===== src/rtl/core/http_request_line_parser_unit_macros.svh =====
// Assertion macros used by the parser RTL.
`ifndef HTTP_REQUEST_LINE_PARSER_UNIT_MACROS_SVH
`define HTTP_REQUEST_LINE_PARSER_UNIT_MACROS_SVH

// Check that cons holds in the same cycle as ante.
`define HRLP_ASSERT_SAME(label, clk, rst_n, ante, cons) \
    label: assert property (@(posedge clk) disable iff (!rst_n) (ante) |-> (cons)) \
        else $error("hrlp assertion failed");

// Check that cons holds in the cycle after ante.
`define HRLP_ASSERT_NEXT(label, clk, rst_n, ante, cons) \
    label: assert property (@(posedge clk) disable iff (!rst_n) (ante) |=> (cons)) \
        else $error("hrlp assertion failed");

`endif


===== src/rtl/core/hrlp_pkg.sv =====
package hrlp_pkg;

    localparam int LINE_BYTES_MAX = 4096;
    localparam int LEN_W          = 12;
    localparam int POS_W          = 13;
    localparam int CFG_W          = 13;
    localparam int BYTE_W         = 8;

    localparam logic [CFG_W-1:0]  MAX_LINE_RESET = CFG_W'(1000);
    localparam logic [POS_W-1:0]  VERSION_OFFSET = POS_W'(6);

    localparam logic [BYTE_W-1:0] CH_SPACE = 8'h20;
    localparam logic [BYTE_W-1:0] CH_QMARK = 8'h3F;
    localparam logic [BYTE_W-1:0] CH_LF    = 8'h0A;
    localparam logic [BYTE_W-1:0] CH_CR    = 8'h0D;
    localparam logic [BYTE_W-1:0] CH_ZERO  = 8'h30;

    localparam logic STATUS_OK       = 1'b0;
    localparam logic STATUS_TOO_LONG = 1'b1;

    typedef struct packed {
        logic              status;
        logic [LEN_W-1:0]  method_length;
        logic [LEN_W-1:0]  target_start;
        logic [LEN_W-1:0]  target_length;
        logic              has_query;
        logic [LEN_W-1:0]  query_start;
        logic [LEN_W-1:0]  query_length;
        logic [BYTE_W-1:0] version_digit;
        logic              version_valid;
    } t_result;

endpackage


===== src/rtl/core/hrlp_in_reg.sv =====
module hrlp_in_reg
    import hrlp_pkg::*;
(
    input  logic              i_clk,
    input  logic              i_rst_n,
    input  logic              i_valid,
    output logic              o_ready,
    input  logic [BYTE_W-1:0] i_data_byte,
    input  logic              i_start_of_request,
    input  logic              i_advance,
    output logic              o_step,
    output logic [BYTE_W-1:0] o_data_byte,
    output logic              o_start_of_request
);

    logic              r_valid;
    logic [BYTE_W-1:0] r_data;
    logic              r_sor;

    // Take a new word when the register is empty or the held one moves on this cycle.
    assign o_ready            = !r_valid || i_advance;
    assign o_step             = r_valid && i_advance;
    assign o_data_byte        = r_data;
    assign o_start_of_request = r_sor;

    always_ff @(posedge i_clk) begin
        if (!i_rst_n) begin
            r_valid <= 1'b0;
        end else if (o_ready) begin
            r_valid <= i_valid;
        end
    end

    always_ff @(posedge i_clk) begin
        if (o_ready && i_valid) begin
            r_data <= i_data_byte;
            r_sor  <= i_start_of_request;
        end
    end

endmodule


===== src/rtl/core/hrlp_parse.sv =====
`include "http_request_line_parser_unit_macros.svh"

module hrlp_parse
    import hrlp_pkg::*;
(
    input  logic              i_clk,
    input  logic              i_rst_n,
    input  logic              i_cfg_wr_en,
    input  logic [CFG_W-1:0]  i_cfg_wr_data,
    input  logic              i_step,
    input  logic [BYTE_W-1:0] i_data_byte,
    input  logic              i_start_of_request,
    output logic              o_res_valid,
    output t_result           o_res
);

    typedef enum logic [2:0] {
        PH_METHOD = 3'd0,
        PH_TARGET = 3'd1,
        PH_QUERY  = 3'd2,
        PH_TAIL   = 3'd3,
        PH_DONE   = 3'd4
    } t_phase;

    logic [CFG_W-1:0]  r_max_line;
    t_phase            r_phase,       n_phase,       e_phase;
    logic [POS_W-1:0]  r_pos,         n_pos,         e_pos;
    logic [LEN_W-1:0]  r_method_mark, n_method_mark, e_method_mark;
    logic [LEN_W-1:0]  r_path_mark,   n_path_mark,   e_path_mark;
    logic [LEN_W-1:0]  r_query_mark,  n_query_mark,  e_query_mark;
    logic [BYTE_W-1:0] r_prev,        n_prev,        e_prev;
    logic [BYTE_W-1:0] r_ver,         n_ver,         e_ver;
    logic              r_ver_seen,    n_ver_seen,    e_ver_seen;
    logic              r_qry_seen,    n_qry_seen,    e_qry_seen;
    logic [POS_W-1:0]  limit;
    logic [LEN_W-1:0]  pos_l;
    logic              line_end;

    always_comb begin
        limit = (r_max_line > CFG_W'(LINE_BYTES_MAX)) ? POS_W'(LINE_BYTES_MAX)
                                                      : POS_W'(r_max_line);
    end

    // Start of request: clear the line before this byte is parsed.
    always_comb begin
        if (i_start_of_request) begin
            e_phase       = PH_METHOD;
            e_pos         = '0;
            e_method_mark = '0;
            e_path_mark   = '0;
            e_query_mark  = '0;
            e_prev        = '0;
            e_ver         = '0;
            e_ver_seen    = 1'b0;
            e_qry_seen    = 1'b0;
        end else begin
            e_phase       = r_phase;
            e_pos         = r_pos;
            e_method_mark = r_method_mark;
            e_path_mark   = r_path_mark;
            e_query_mark  = r_query_mark;
            e_prev        = r_prev;
            e_ver         = r_ver;
            e_ver_seen    = r_ver_seen;
            e_qry_seen    = r_qry_seen;
        end
    end

    always_comb begin
        n_phase       = e_phase;
        n_pos         = e_pos;
        n_method_mark = e_method_mark;
        n_path_mark   = e_path_mark;
        n_query_mark  = e_query_mark;
        n_prev        = e_prev;
        n_ver         = e_ver;
        n_ver_seen    = e_ver_seen;
        n_qry_seen    = e_qry_seen;
        o_res_valid   = 1'b0;
        o_res         = '0;
        line_end      = 1'b0;
        pos_l         = e_pos[LEN_W-1:0];

        if (e_phase == PH_METHOD || e_phase == PH_TARGET ||
            e_phase == PH_QUERY  || e_phase == PH_TAIL) begin
            if (e_pos >= limit) begin
                o_res_valid  = 1'b1;
                o_res.status = STATUS_TOO_LONG;
                n_phase      = PH_DONE;
            end else begin
                case (e_phase)
                    PH_METHOD: begin
                        if (i_data_byte == CH_SPACE) begin
                            n_method_mark = pos_l;
                            n_phase       = PH_TARGET;
                        end
                    end
                    PH_TARGET: begin
                        if (i_data_byte == CH_QMARK) begin
                            n_path_mark = pos_l;
                            n_qry_seen  = 1'b1;
                            n_phase     = PH_QUERY;
                        end else if (i_data_byte == CH_SPACE) begin
                            n_path_mark  = pos_l;
                            n_query_mark = pos_l;
                            n_phase      = PH_TAIL;
                        end
                    end
                    PH_QUERY: begin
                        if (i_data_byte == CH_SPACE) begin
                            n_query_mark = pos_l;
                            n_phase      = PH_TAIL;
                        end
                    end
                    default: begin
                        if (e_pos == (POS_W'(e_query_mark) + VERSION_OFFSET)) begin
                            n_ver      = i_data_byte - CH_ZERO;
                            n_ver_seen = 1'b1;
                        end
                        if (i_data_byte == CH_LF && e_prev == CH_CR) begin
                            line_end            = 1'b1;
                            o_res_valid         = 1'b1;
                            o_res.status        = STATUS_OK;
                            o_res.method_length = e_method_mark;
                            o_res.target_start  = e_method_mark + LEN_W'(1);
                            o_res.target_length = e_path_mark - e_method_mark - LEN_W'(1);
                            o_res.has_query     = e_qry_seen;
                            if (e_qry_seen) begin
                                o_res.query_start  = e_path_mark + LEN_W'(1);
                                o_res.query_length = e_query_mark - e_path_mark - LEN_W'(1);
                            end
                            o_res.version_digit = n_ver_seen ? n_ver : '0;
                            o_res.version_valid = n_ver_seen;
                            n_phase             = PH_DONE;
                        end
                    end
                endcase
                if (!line_end) begin
                    n_prev = i_data_byte;
                    n_pos  = e_pos + POS_W'(1);
                end
            end
        end
    end

    always_ff @(posedge i_clk) begin
        if (!i_rst_n) begin
            r_max_line <= MAX_LINE_RESET;
        end else if (i_cfg_wr_en) begin
            r_max_line <= i_cfg_wr_data;
        end
    end

    always_ff @(posedge i_clk) begin
        if (!i_rst_n) begin
            r_phase       <= PH_METHOD;
            r_pos         <= '0;
            r_method_mark <= '0;
            r_path_mark   <= '0;
            r_query_mark  <= '0;
            r_prev        <= '0;
            r_ver         <= '0;
            r_ver_seen    <= 1'b0;
            r_qry_seen    <= 1'b0;
        end else if (i_step) begin
            r_phase       <= n_phase;
            r_pos         <= n_pos;
            r_method_mark <= n_method_mark;
            r_path_mark   <= n_path_mark;
            r_query_mark  <= n_query_mark;
            r_prev        <= n_prev;
            r_ver         <= n_ver;
            r_ver_seen    <= n_ver_seen;
            r_qry_seen    <= n_qry_seen;
        end
    end

    `HRLP_ASSERT_NEXT(a_done_after_result, i_clk, i_rst_n, i_step && o_res_valid, r_phase == PH_DONE)
    `HRLP_ASSERT_SAME(a_too_long_clean, i_clk, i_rst_n, o_res_valid && o_res.status, o_res.method_length == '0 && o_res.has_query == 1'b0 && o_res.version_valid == 1'b0)
    `HRLP_ASSERT_SAME(a_pos_bounded, i_clk, i_rst_n, 1'b1, r_pos <= POS_W'(LINE_BYTES_MAX))
    `HRLP_ASSERT_SAME(a_no_query_zero, i_clk, i_rst_n, o_res_valid && !o_res.has_query, o_res.query_start == '0 && o_res.query_length == '0)

endmodule


===== src/rtl/core/hrlp_out_reg.sv =====
module hrlp_out_reg
    import hrlp_pkg::*;
(
    input  logic    i_clk,
    input  logic    i_rst_n,
    input  logic    i_step,
    input  logic    i_res_valid,
    input  t_result i_res,
    input  logic    i_ready,
    output logic    o_advance,
    output logic    o_valid,
    output t_result o_res
);

    logic    r_valid;
    t_result r_res;

    // Move on when the result slot is empty or being drained.
    assign o_advance = !r_valid || i_ready;
    assign o_valid   = r_valid;
    assign o_res     = r_res;

    always_ff @(posedge i_clk) begin
        if (!i_rst_n) begin
            r_valid <= 1'b0;
        end else if (o_advance) begin
            r_valid <= i_step && i_res_valid;
        end
    end

    always_ff @(posedge i_clk) begin
        if (o_advance && i_step && i_res_valid) begin
            r_res <= i_res;
        end
    end

endmodule


===== src/rtl/core/http_request_line_parser_unit.sv =====
// A byte that finishes a line is parsed from the input register; its result is
// registered in the output register on the edge at which that byte steps.
// Throughput: 1 byte per cycle while results are taken; the parse state updates
// in one pass per byte. While a result waits to be taken, one more byte fits in
// the input register, then o_ready stays low until the result is taken.
// Reset (i_rst_n low, synchronous): empties both registers, sets the line limit
// to 1000 bytes and starts parsing at position 0 in the method phase.
module http_request_line_parser_unit
    import hrlp_pkg::*;
(
    input  logic              i_clk,
    input  logic              i_rst_n,
    // configuration: line length limit
    input  logic              i_cfg_wr_en,
    input  logic [CFG_W-1:0]  i_cfg_wr_data,
    // byte stream in
    input  logic              i_valid,
    output logic              o_ready,
    input  logic [BYTE_W-1:0] i_data_byte,
    input  logic              i_start_of_request,
    // result out
    output logic              o_valid,
    input  logic              i_ready,
    output logic              o_status,
    output logic [LEN_W-1:0]  o_method_length,
    output logic [LEN_W-1:0]  o_target_start,
    output logic [LEN_W-1:0]  o_target_length,
    output logic              o_has_query,
    output logic [LEN_W-1:0]  o_query_start,
    output logic [LEN_W-1:0]  o_query_length,
    output logic [BYTE_W-1:0] o_version_digit,
    output logic              o_version_valid
);

    // Pipeline handshake: the output side grants advance, the input
    // register turns it into a parse step when it holds a word.
    logic              advance;
    logic              step;
    logic [BYTE_W-1:0] step_byte;
    logic              step_sor;
    logic              res_valid;
    t_result           res;
    t_result           out_res;

    hrlp_in_reg u_in_reg (
        .i_clk              (i_clk),
        .i_rst_n            (i_rst_n),
        .i_valid            (i_valid),
        .o_ready            (o_ready),
        .i_data_byte        (i_data_byte),
        .i_start_of_request (i_start_of_request),
        .i_advance          (advance),
        .o_step             (step),
        .o_data_byte        (step_byte),
        .o_start_of_request (step_sor)
    );

    // Parse one byte per step: phase tracking, positions and result build.
    hrlp_parse u_parse (
        .i_clk              (i_clk),
        .i_rst_n            (i_rst_n),
        .i_cfg_wr_en        (i_cfg_wr_en),
        .i_cfg_wr_data      (i_cfg_wr_data),
        .i_step             (step),
        .i_data_byte        (step_byte),
        .i_start_of_request (step_sor),
        .o_res_valid        (res_valid),
        .o_res              (res)
    );

    // Hold the finished result until the consumer takes it.
    hrlp_out_reg u_out_reg (
        .i_clk       (i_clk),
        .i_rst_n     (i_rst_n),
        .i_step      (step),
        .i_res_valid (res_valid),
        .i_res       (res),
        .i_ready     (i_ready),
        .o_advance   (advance),
        .o_valid     (o_valid),
        .o_res       (out_res)
    );

    assign o_status        = out_res.status;
    assign o_method_length = out_res.method_length;
    assign o_target_start  = out_res.target_start;
    assign o_target_length = out_res.target_length;
    assign o_has_query     = out_res.has_query;
    assign o_query_start   = out_res.query_start;
    assign o_query_length  = out_res.query_length;
    assign o_version_digit = out_res.version_digit;
    assign o_version_valid = out_res.version_valid;

endmodule


===== config.mk =====
export PLATFORM = sky130hd
export DESIGN_NAME = http_request_line_parser_unit
export DESIGN_NICKNAME = d
export VERILOG_FILES = /design/src/rtl/core/hrlp_pkg.sv /design/src/rtl/core/hrlp_in_reg.sv /design/src/rtl/core/hrlp_parse.sv /design/src/rtl/core/hrlp_out_reg.sv /design/src/rtl/core/http_request_line_parser_unit.sv
export VERILOG_INCLUDE_DIRS = /design/src /design/src/rtl/core
export SDC_FILE = /design/constraint.sdc
export NUM_CORES = 1
export LEC_CHECK = 0
export ABC_AREA = 1
export BUFFER_PORTS_ARGS = -buffer_cell sky130_fd_sc_hd__buf_2
export CAP_MARGIN = 10
export CORE_MARGIN = 2
export CORE_UTILIZATION = 54
export DETAILED_ROUTE_END_ITERATION = 16
export GPL_TIMING_DRIVEN = 0
export HOLD_SLACK_MARGIN = 0.06
export PLACE_DENSITY = 0.76
export SYNTH_ARGS = -nofsm -noshare
export SYNTH_HDL_FRONTEND = slang
export SYNTH_HIERARCHICAL = 1
export SYNTH_SLANG_ARGS = --single-unit
export TNS_END_PERCENT = 100

===== constraint.sdc =====
create_clock -name i_clk -period 6.23 [get_ports i_clk]
set_input_delay 0.3115 -clock i_clk [delete_from_list [all_inputs] [get_ports i_clk]]
set_output_delay 0.3115 -clock i_clk [all_outputs]
set_load 0.02 [all_outputs]

[After elaboration in Yosys (flattened, before gate mapping)]
Index checks and enable logic that the tools add are counted.
Word-level totals
  register bits after elaboration: 165
  input bits: 27
  output and inout port bits: 73
  word-level logic and storage cells: 127
Operators by class
  add/sub/neg operators: 9
  $lt $le $gt $ge: 2
  equal/unequal tests: 8
  multiplexer cells: 63
  bitwise operators: 4
  reduce and logical (&&, ||, !) cells: 18
Operators with widths (count)
  two-way mux 12 bit: 16
  two-way mux 8 bit: 10
  two-way mux 71 bit: 1
  two-way mux 70 bit: 1
  two-way mux 13 bit: 5
  adder 12 x 1 -> 12 bit, second input constant: 2
  two-way mux 24 bit: 1
  one-hot mux 12 bit (2 select lines): 1
  subtractor 12 x 1 -> 12 bit, second input constant: 2
  subtractor 12 bit: 2
  two-way mux 3 bit: 7
  two-way mux 1 bit: 20
  == test 8 x 4 -> 1 bit, second input constant: 2
  == test 8 x 6 -> 1 bit, second input constant: 2
  OR reduction 7 bit: 2
  adder 12 x 3 -> 13 bit, second input constant: 1
  adder 13 x 1 -> 13 bit, second input constant: 1
  == test 13 bit: 1
  greater-or-equal comparator 13 bit: 1
  greater-than comparator 13 bit, second input constant: 1
  one-hot mux 3 bit (3 select lines): 1
  subtractor 8 x 6 -> 8 bit, second input constant: 1
  == test 3 x 2 -> 1 bit, second input constant: 2
  logical AND 1 bit: 6
  other kinds (7): 15

[Longest topological paths before layout]
  word-level depth: 11
  gate-level depth with buffers: 22
  gate-level depth less buffers: 21

[Hierarchy]
The synthesis kept the hierarchy.
Modules (own cells, without submodules)
  hrlp_parse: instances 1, cells an instance 1250, area an instance 7513.5 µm², seq. area each 1661.6 µm²
  hrlp_out_reg: instances 1, cells an instance 78, area an instance 2183.3 µm², seq. area each 2152.1 µm²
  hrlp_in_reg: instances 1, cells an instance 18, area an instance 329.1 µm², seq. area each 290.3 µm²

[Worst setup path before layout]
OpenSTA, ideal clock, no wires.
  path kind: register -> register
  start point: reg u_parse.r_max_line[4]
  end point: reg u_out_reg.r_res (netlist bit u_out_reg/o_res[0]), enable pin
  setup time: 0.524 ns
  data arrival time: 5.785 ns
  data required time: 5.706 ns
  setup slack: -0.079 ns
  stages on the path, launching flop included: 18
  path buffers: 1
  clock period less this slack: 6.309 ns
  cell sequence: dfxtp_1 -> nor4_1 -> and2_1 -> a21oi_1 -> inv_1 -> clkbuf_1 -> nand2_1 -> ha_1 -> nand2_1 -> inv_1 -> nand3_1 -> nor4_1 -> nor2_2 -> nand2_1 -> inv_2 -> nor2_1 -> nand2_1 -> a21oi_1
Between the ends
  word-level cells in the longest chain between the ends: 6
Ends and longest elaborated chain
  from (decl): RTL line hrlp_parse.sv:25  | logic [CFG_W-1:0] r_max_line;
  from (signal assigned): RTL line hrlp_parse.sv:150  | r_max_line <= i_cfg_wr_data;
  greater-than comparator 13 bit: RTL line hrlp_parse.sv:40  | limit = (r_max_line > CFG_W'(LINE_BYTES_MAX)) ? POS_W'(LINE_BYTES_MAX)
  two-way mux 13 bit *: RTL line hrlp_parse.sv:40
  greater-or-equal comparator 13 bit *: RTL line hrlp_parse.sv:86  | if (e_pos >= limit) begin
  two-way mux 1 bit *: RTL line hrlp_parse.sv:86
  two-way mux 1 bit *: RTL line hrlp_parse.sv:84  | if (e_phase == PH_METHOD || e_phase == PH_TARGET ||
  net res_valid: RTL line http_request_line_parser_unit.sv:41  | logic res_valid;
  logical AND 1 bit *: RTL line hrlp_out_reg.sv:32  | if (o_advance && i_step && i_res_valid) begin
  to (signal assigned): RTL line hrlp_out_reg.sv:33  | r_res <= i_res;
  to (decl): RTL line hrlp_out_reg.sv:16  | t_result r_res;
The timed path passes the listed nets; every way through them passes the cells marked *.
A chain may end at the register's enable or synchronous reset.

[Worst setup path after layout]
  start point: reg u_parse.r_max_line[1]
  end point: reg u_out_reg.r_res (netlist bit u_out_reg/o_res[48]), enable pin
Same word-level chain as after synthesis.

==> impl_metrics.env <==
export IMPL_outcome="complete, no violations"
export IMPL_grt_setup_unrepaired="no"
export IMPL_placement_io_buffers=99
export IMPL_row_count=49
export IMPL_async_reset_ff_share_pct=0
export IMPL_ys_top_cells_by_area="edfxtp_1 24%, dfxtp_1 17%, nand2_1 10%"
export IMPL_antenna_cells=0
export IMPL_netlist_instances=1346
export IMPL_syn_num_nets=1417
export IMPL_final_net_count=1543
export IMPL_worst_skew_pair_late_latency_ns=0.42
export IMPL_finalWeightedCongestion=1.028
export IMPL_clock_fmax_mhz=236.8
export IMPL_area_growth_syn_to_layout_pct=14.51
export IMPL_critical_path_most_common_cell="nand2_1"
export IMPL_design_die_area_sq_mm=0.01967
export IMPL_placement_cell_area_sq_mm=0.01086
export IMPL_maximum_clock_path_buffer_count=2
export IMPL_floorplan_core_area_sq_mm=0.01809
export IMPL_postcts_resize_cnt=0
export IMPL_tritoncts="done"
export IMPL_grt_first_pass_wirelength_um=45180
export IMPL_power_internal_mw=1.816
export IMPL_die_height_um=140.3
export IMPL_synth_largest_area_cell="edfxtp_1"
export IMPL_dominantRegCellSynth="dfxtp_1"
export IMPL_timing_hold_worst_start="i_data_byte[3]"
export IMPL_clk_pin_slew_ns=0.06
export IMPL_slew_viol_final=0
export IMPL_cts_hold_buf=2
export IMPL_synth_seq_cells=165
export IMPL_critical_path_top_delay_family="simple AND/OR/NAND/NOR gates"
export IMPL_crit_fanout=32
export IMPL_worstSetupEndpointType="flip-flop"
export IMPL_clock_skew_ns=0.01009
export IMPL_grt_pass1_vias=8676
export IMPL_wl_um=28930
export IMPL_synth_area_per_cell_sq_um=7.449
export IMPL_worstHoldPathType="input pin to flip-flop"
export IMPL_hold_depth=1
export IMPL_max_cap_violations=0
export IMPL_crit_path_cell_trace="nor4_1, and2_1, a21oi_1, inv_1, clkbuf_1, nand2_1, ha_1, nand2_1, inv_1, nand3_1, nor4_1, nor2_2, nand2_1, inv_2, nor2_1, nand2_1, a21oi_4, buf_12, buf_12"
export IMPL_power_share_combinational_pct=10.7
export IMPL_totalNegativeSetupSlack_ns=0
export IMPL_reg_to_reg_slack_setup_ns=2.01
export IMPL_timing_worst_slew_pin_value_ns=0.9826
export IMPL_place_detailed_hpwl_um=21780
export IMPL_r2r_end="u_out_reg/o_res[48]$_DFFE_PP_"
export IMPL_worst_path_buf_inv=6
export IMPL_r2r_start="u_parse/r_max_line[1]$_SDFFE_PN0P_"
export IMPL_maximum_number_of_pins_on_one_net_before_global_route_repair=33
export IMPL_number_of_routed_nets_with_antenna_violations=0
export IMPL_layout_cell_area_non_filler_sq_mm=0.01148
export IMPL_crit_path_start_kind="flip-flop"
export IMPL_power_net_switching_mw=0.6423
export IMPL_total_leakage_power_nw=5.269
export IMPL_cp_data_arrival_time_ns=4.34
export IMPL_cts_root_buffer="clkbuf_16"
export IMPL_initial_core_util_pct=55.43
export IMPL_synth_yosys_seq_area_share_pct=40.93
export IMPL_cts_buffers_inserted=17
export IMPL_dr_total_vias=9581
export IMPL_grt_antenna_before_repair=1
export IMPL_route_detailed_vias_per_inst=5.590
export IMPL_final_period_utilization_pct=67.78
export IMPL_critical_path_slowest_cell="a21oi_4"
export IMPL_p_per_area_mw_per_mm2=214.1
export IMPL_number_of_standard_cells_in_the_final_layout_excluding_fillers=1714
export IMPL_route_detailed_drc=0
export IMPL_drive_above_1_share_pct=13.74
export IMPL_yosys_warnings=6
export IMPL_post_route_hold_slack_ns=0.07139
export IMPL_synth_edf_count=80
export IMPL_drt_pass1_iter_count=6
export IMPL_globalRouteOverflowTotal=0
export IMPL_setup_viol_count_final=0
export IMPL_yosys_cell_types_count=51
export IMPL_final_period_minus_worst_setup_slack_ns=4.222
export IMPL_tritoncts_sinks=165
export IMPL_grt_total_usage_pct=29.27
export IMPL_share_of_total_power_in_sequential_cells_pct=47.9
export IMPL_postCtsSetupRepairBufs=0
export IMPL_timing_critical_path_slowest_cell_delay_ns=0.38
export IMPL_data_required_time_of_the_worst_path_ns=6.35
export IMPL_slew_limit_headroom_pct=34.49
export IMPL_drt_iter0_drc=1055
export IMPL_post_place_cells=1676
export IMPL_floorplan_io_pins=100
export IMPL_timing_setup_critical_path_class="flip-flop to flip-flop"
export IMPL_drt_wirelength_per_cell_um=16.88
export IMPL_r2r_cells=19
export IMPL_clockPowerShare_pct=41.4
export IMPL_hold_end="u_in_reg/o_data_byte[3]$_DFFE_PP_"
export IMPL_finalHoldViolCount=0
export IMPL_die_width_um=140.3
export IMPL_netSwitchingFraction_pct=26.13
export IMPL_cts_htree_levels=4
export IMPL_synth_top_cell_area_share_pct=23.96
export IMPL_mapped_cell_area_sq_mm=0.01003
export IMPL_vdd_ir_drop_worst_uv=186.5
-- sequential cells by signal, summed over array words and instances, names as in the netlist --
| name | cells |
|---|---|
| u_in_reg/o_data_byte | 8 |
| u_in_reg/o_start_of_request | 1 |
| u_in_reg/r_valid | 1 |
| u_out_reg/o_res | 71 |
| u_out_reg/o_valid | 1 |
| u_parse/r_max_line | 13 |
| u_parse/r_method_mark | 12 |
| u_parse/r_path_mark | 12 |
| u_parse/r_phase | 3 |
| u_parse/r_pos | 13 |
| u_parse/r_prev | 8 |
| u_parse/r_qry_seen | 1 |
| u_parse/r_query_mark | 12 |
| u_parse/r_ver | 8 |
| u_parse/r_ver_seen | 1 |
-- routing by layer --
| layer | global-route usage, % | vias to the layer above | part of all wire, % |
|---|---|---|---|
| li1 | - | 4691 | - |
| met3 | 7.077 | 53 | 10 |
| met1 | 40.55 | 4317 | 43 |
| met2 | 45.33 | 518 | 44 |
| met4 | 9.623 | 2 | 2.1 |
| met5 | 0 | - | 0.045 |
-- placed cells by master, fill, tap and decap left out, types with 7 or more instances in the layout --
| cell type | netlist | final |
|---|---|---|
| ha_1 | 42 | 42 |
| nand4_1 | 15 | 15 |
| nor2_1 | 169 | 169 |
| clkbuf_1 | 29 | 32 |
| a21oi_1 | 128 | 127 |
| nor4_1 | 8 | 8 |
| dfxtp_1 | 85 | 85 |
| inv_1 | 186 | 186 |
| edfxtp_1 | 80 | 80 |
| buf_2 | 8 | 107 |
| o21ai_0 | 70 | 70 |
| o31ai_1 | 11 | 11 |
| inv_2 | 9 | 9 |
| nor3_1 | 21 | 21 |
| clkbuf_16 | 0 | 18 |
| xor2_1 | 16 | 16 |
| nand2_1 | 280 | 280 |
| nor2_2 | 8 | 8 |
| nand3_1 | 72 | 72 |
| nand2_2 | 11 | 11 |
| a31oi_1 | 7 | 7 |
| o211ai_1 | 18 | 18 |
-- metrics by stage --
step           power (mW)  utilization, %  worst slack [ns]
4_1_cts             2.459           63.26             2.033
5_1_grt             2.544           63.48             1.612
3_5_place_dp        1.451           60.04             2.055
3_3_place_gp        1.447           59.78            0.2953
2_1_floorplan       1.375               -             1.524
6_report            2.458           63.48             2.008
-- cells in the mapped netlist, types with 6 or more instances --
cell type and number:
inv_2 9, edfxtp_1 80, a21oi_1 128, nor2_2 8, clkbuf_1 29, nand3_1 72, dfxtp_1 85, nor4_1 8
inv_1 186, nand2_2 11, nor3_1 21, xor2_1 16, o21ai_0 70, nand4_1 15, ha_1 42, buf_2 8
nand2_1 280, nor3b_2 6, o211ai_1 18, buf_6 6, nor2_1 169, a31oi_1 7, o31ai_1 11
-- how the worst max path moves through the flow --
| stage | from | to | slack (ns) | cells past startpoint |
|---|---|---|---|---|
| after global routing | u_parse/r_max_line[4]$_SDFFE_PN0P_ | u_out_reg/o_res[51]$_DFFE_PP_ | 1.61 | 21 |
| final | u_parse/r_max_line[1]$_SDFFE_PN0P_ | u_out_reg/o_res[48]$_DFFE_PP_ | 2.01 | 19 |
| after detailed placement | u_parse/r_max_line[1]$_SDFFE_PN0P_ | u_out_reg/o_res[65]$_DFFE_PP_ | 2.06 | 19 |
| after global placement | u_parse/r_max_line[4]$_SDFFE_PN0P_ | u_out_reg/o_res[66]$_DFFE_PP_ | 0.30 | 17 |
| after CTS | u_parse/r_max_line[1]$_SDFFE_PN0P_ | u_out_reg/o_res[51]$_DFFE_PP_ | 2.03 | 19 |
| after floorplan | u_parse/r_max_line[4]$_SDFFE_PN0P_ | u_out_reg/o_res[0]$_DFFE_PP_ | 1.52 | 17 |
-- cell families after synthesis --
logic type               Yosys count  share of synthesized area [%]
XOR/XNOR                          19                          1.660
AO/OA/AOI/OAI                    262                          14.73
buffers and inverters            247                          10.02
adder cells (fa/ha/maj)           44                          5.641
AND/OR/NAND/NOR                  609                          27.02
flip-flops                       165                          40.93
-- power groups by stage --
stage | Sequential, mW | Combinational [mW] | Clock (mW)
final | 1.18 | 0.263 | 1.02
after global routing | 1.18 | 0.291 | 1.07
after CTS | 1.18 | 0.255 | 1.03
after detailed placement | 1.20 | 0.251 | 0
after global placement | 1.20 | 0.247 | 0
after floorplan | 1.19 | 0.182 | 0
-- layout make-up --
class                           count  area [sq um]
Timing Repair Buffer              107         595.6
Sequential cell                   165          4104
Tap cell                          229         286.5
Multi-Input combinational cell    934          4928
Buffer                             48         250.2
Clock buffer                       21         461.7
Inverter                          199         754.5
Clock inverter                     11         100.1
Fill cell                        1632          6605
Note: power is estimated with default switching activity, not from simulation.
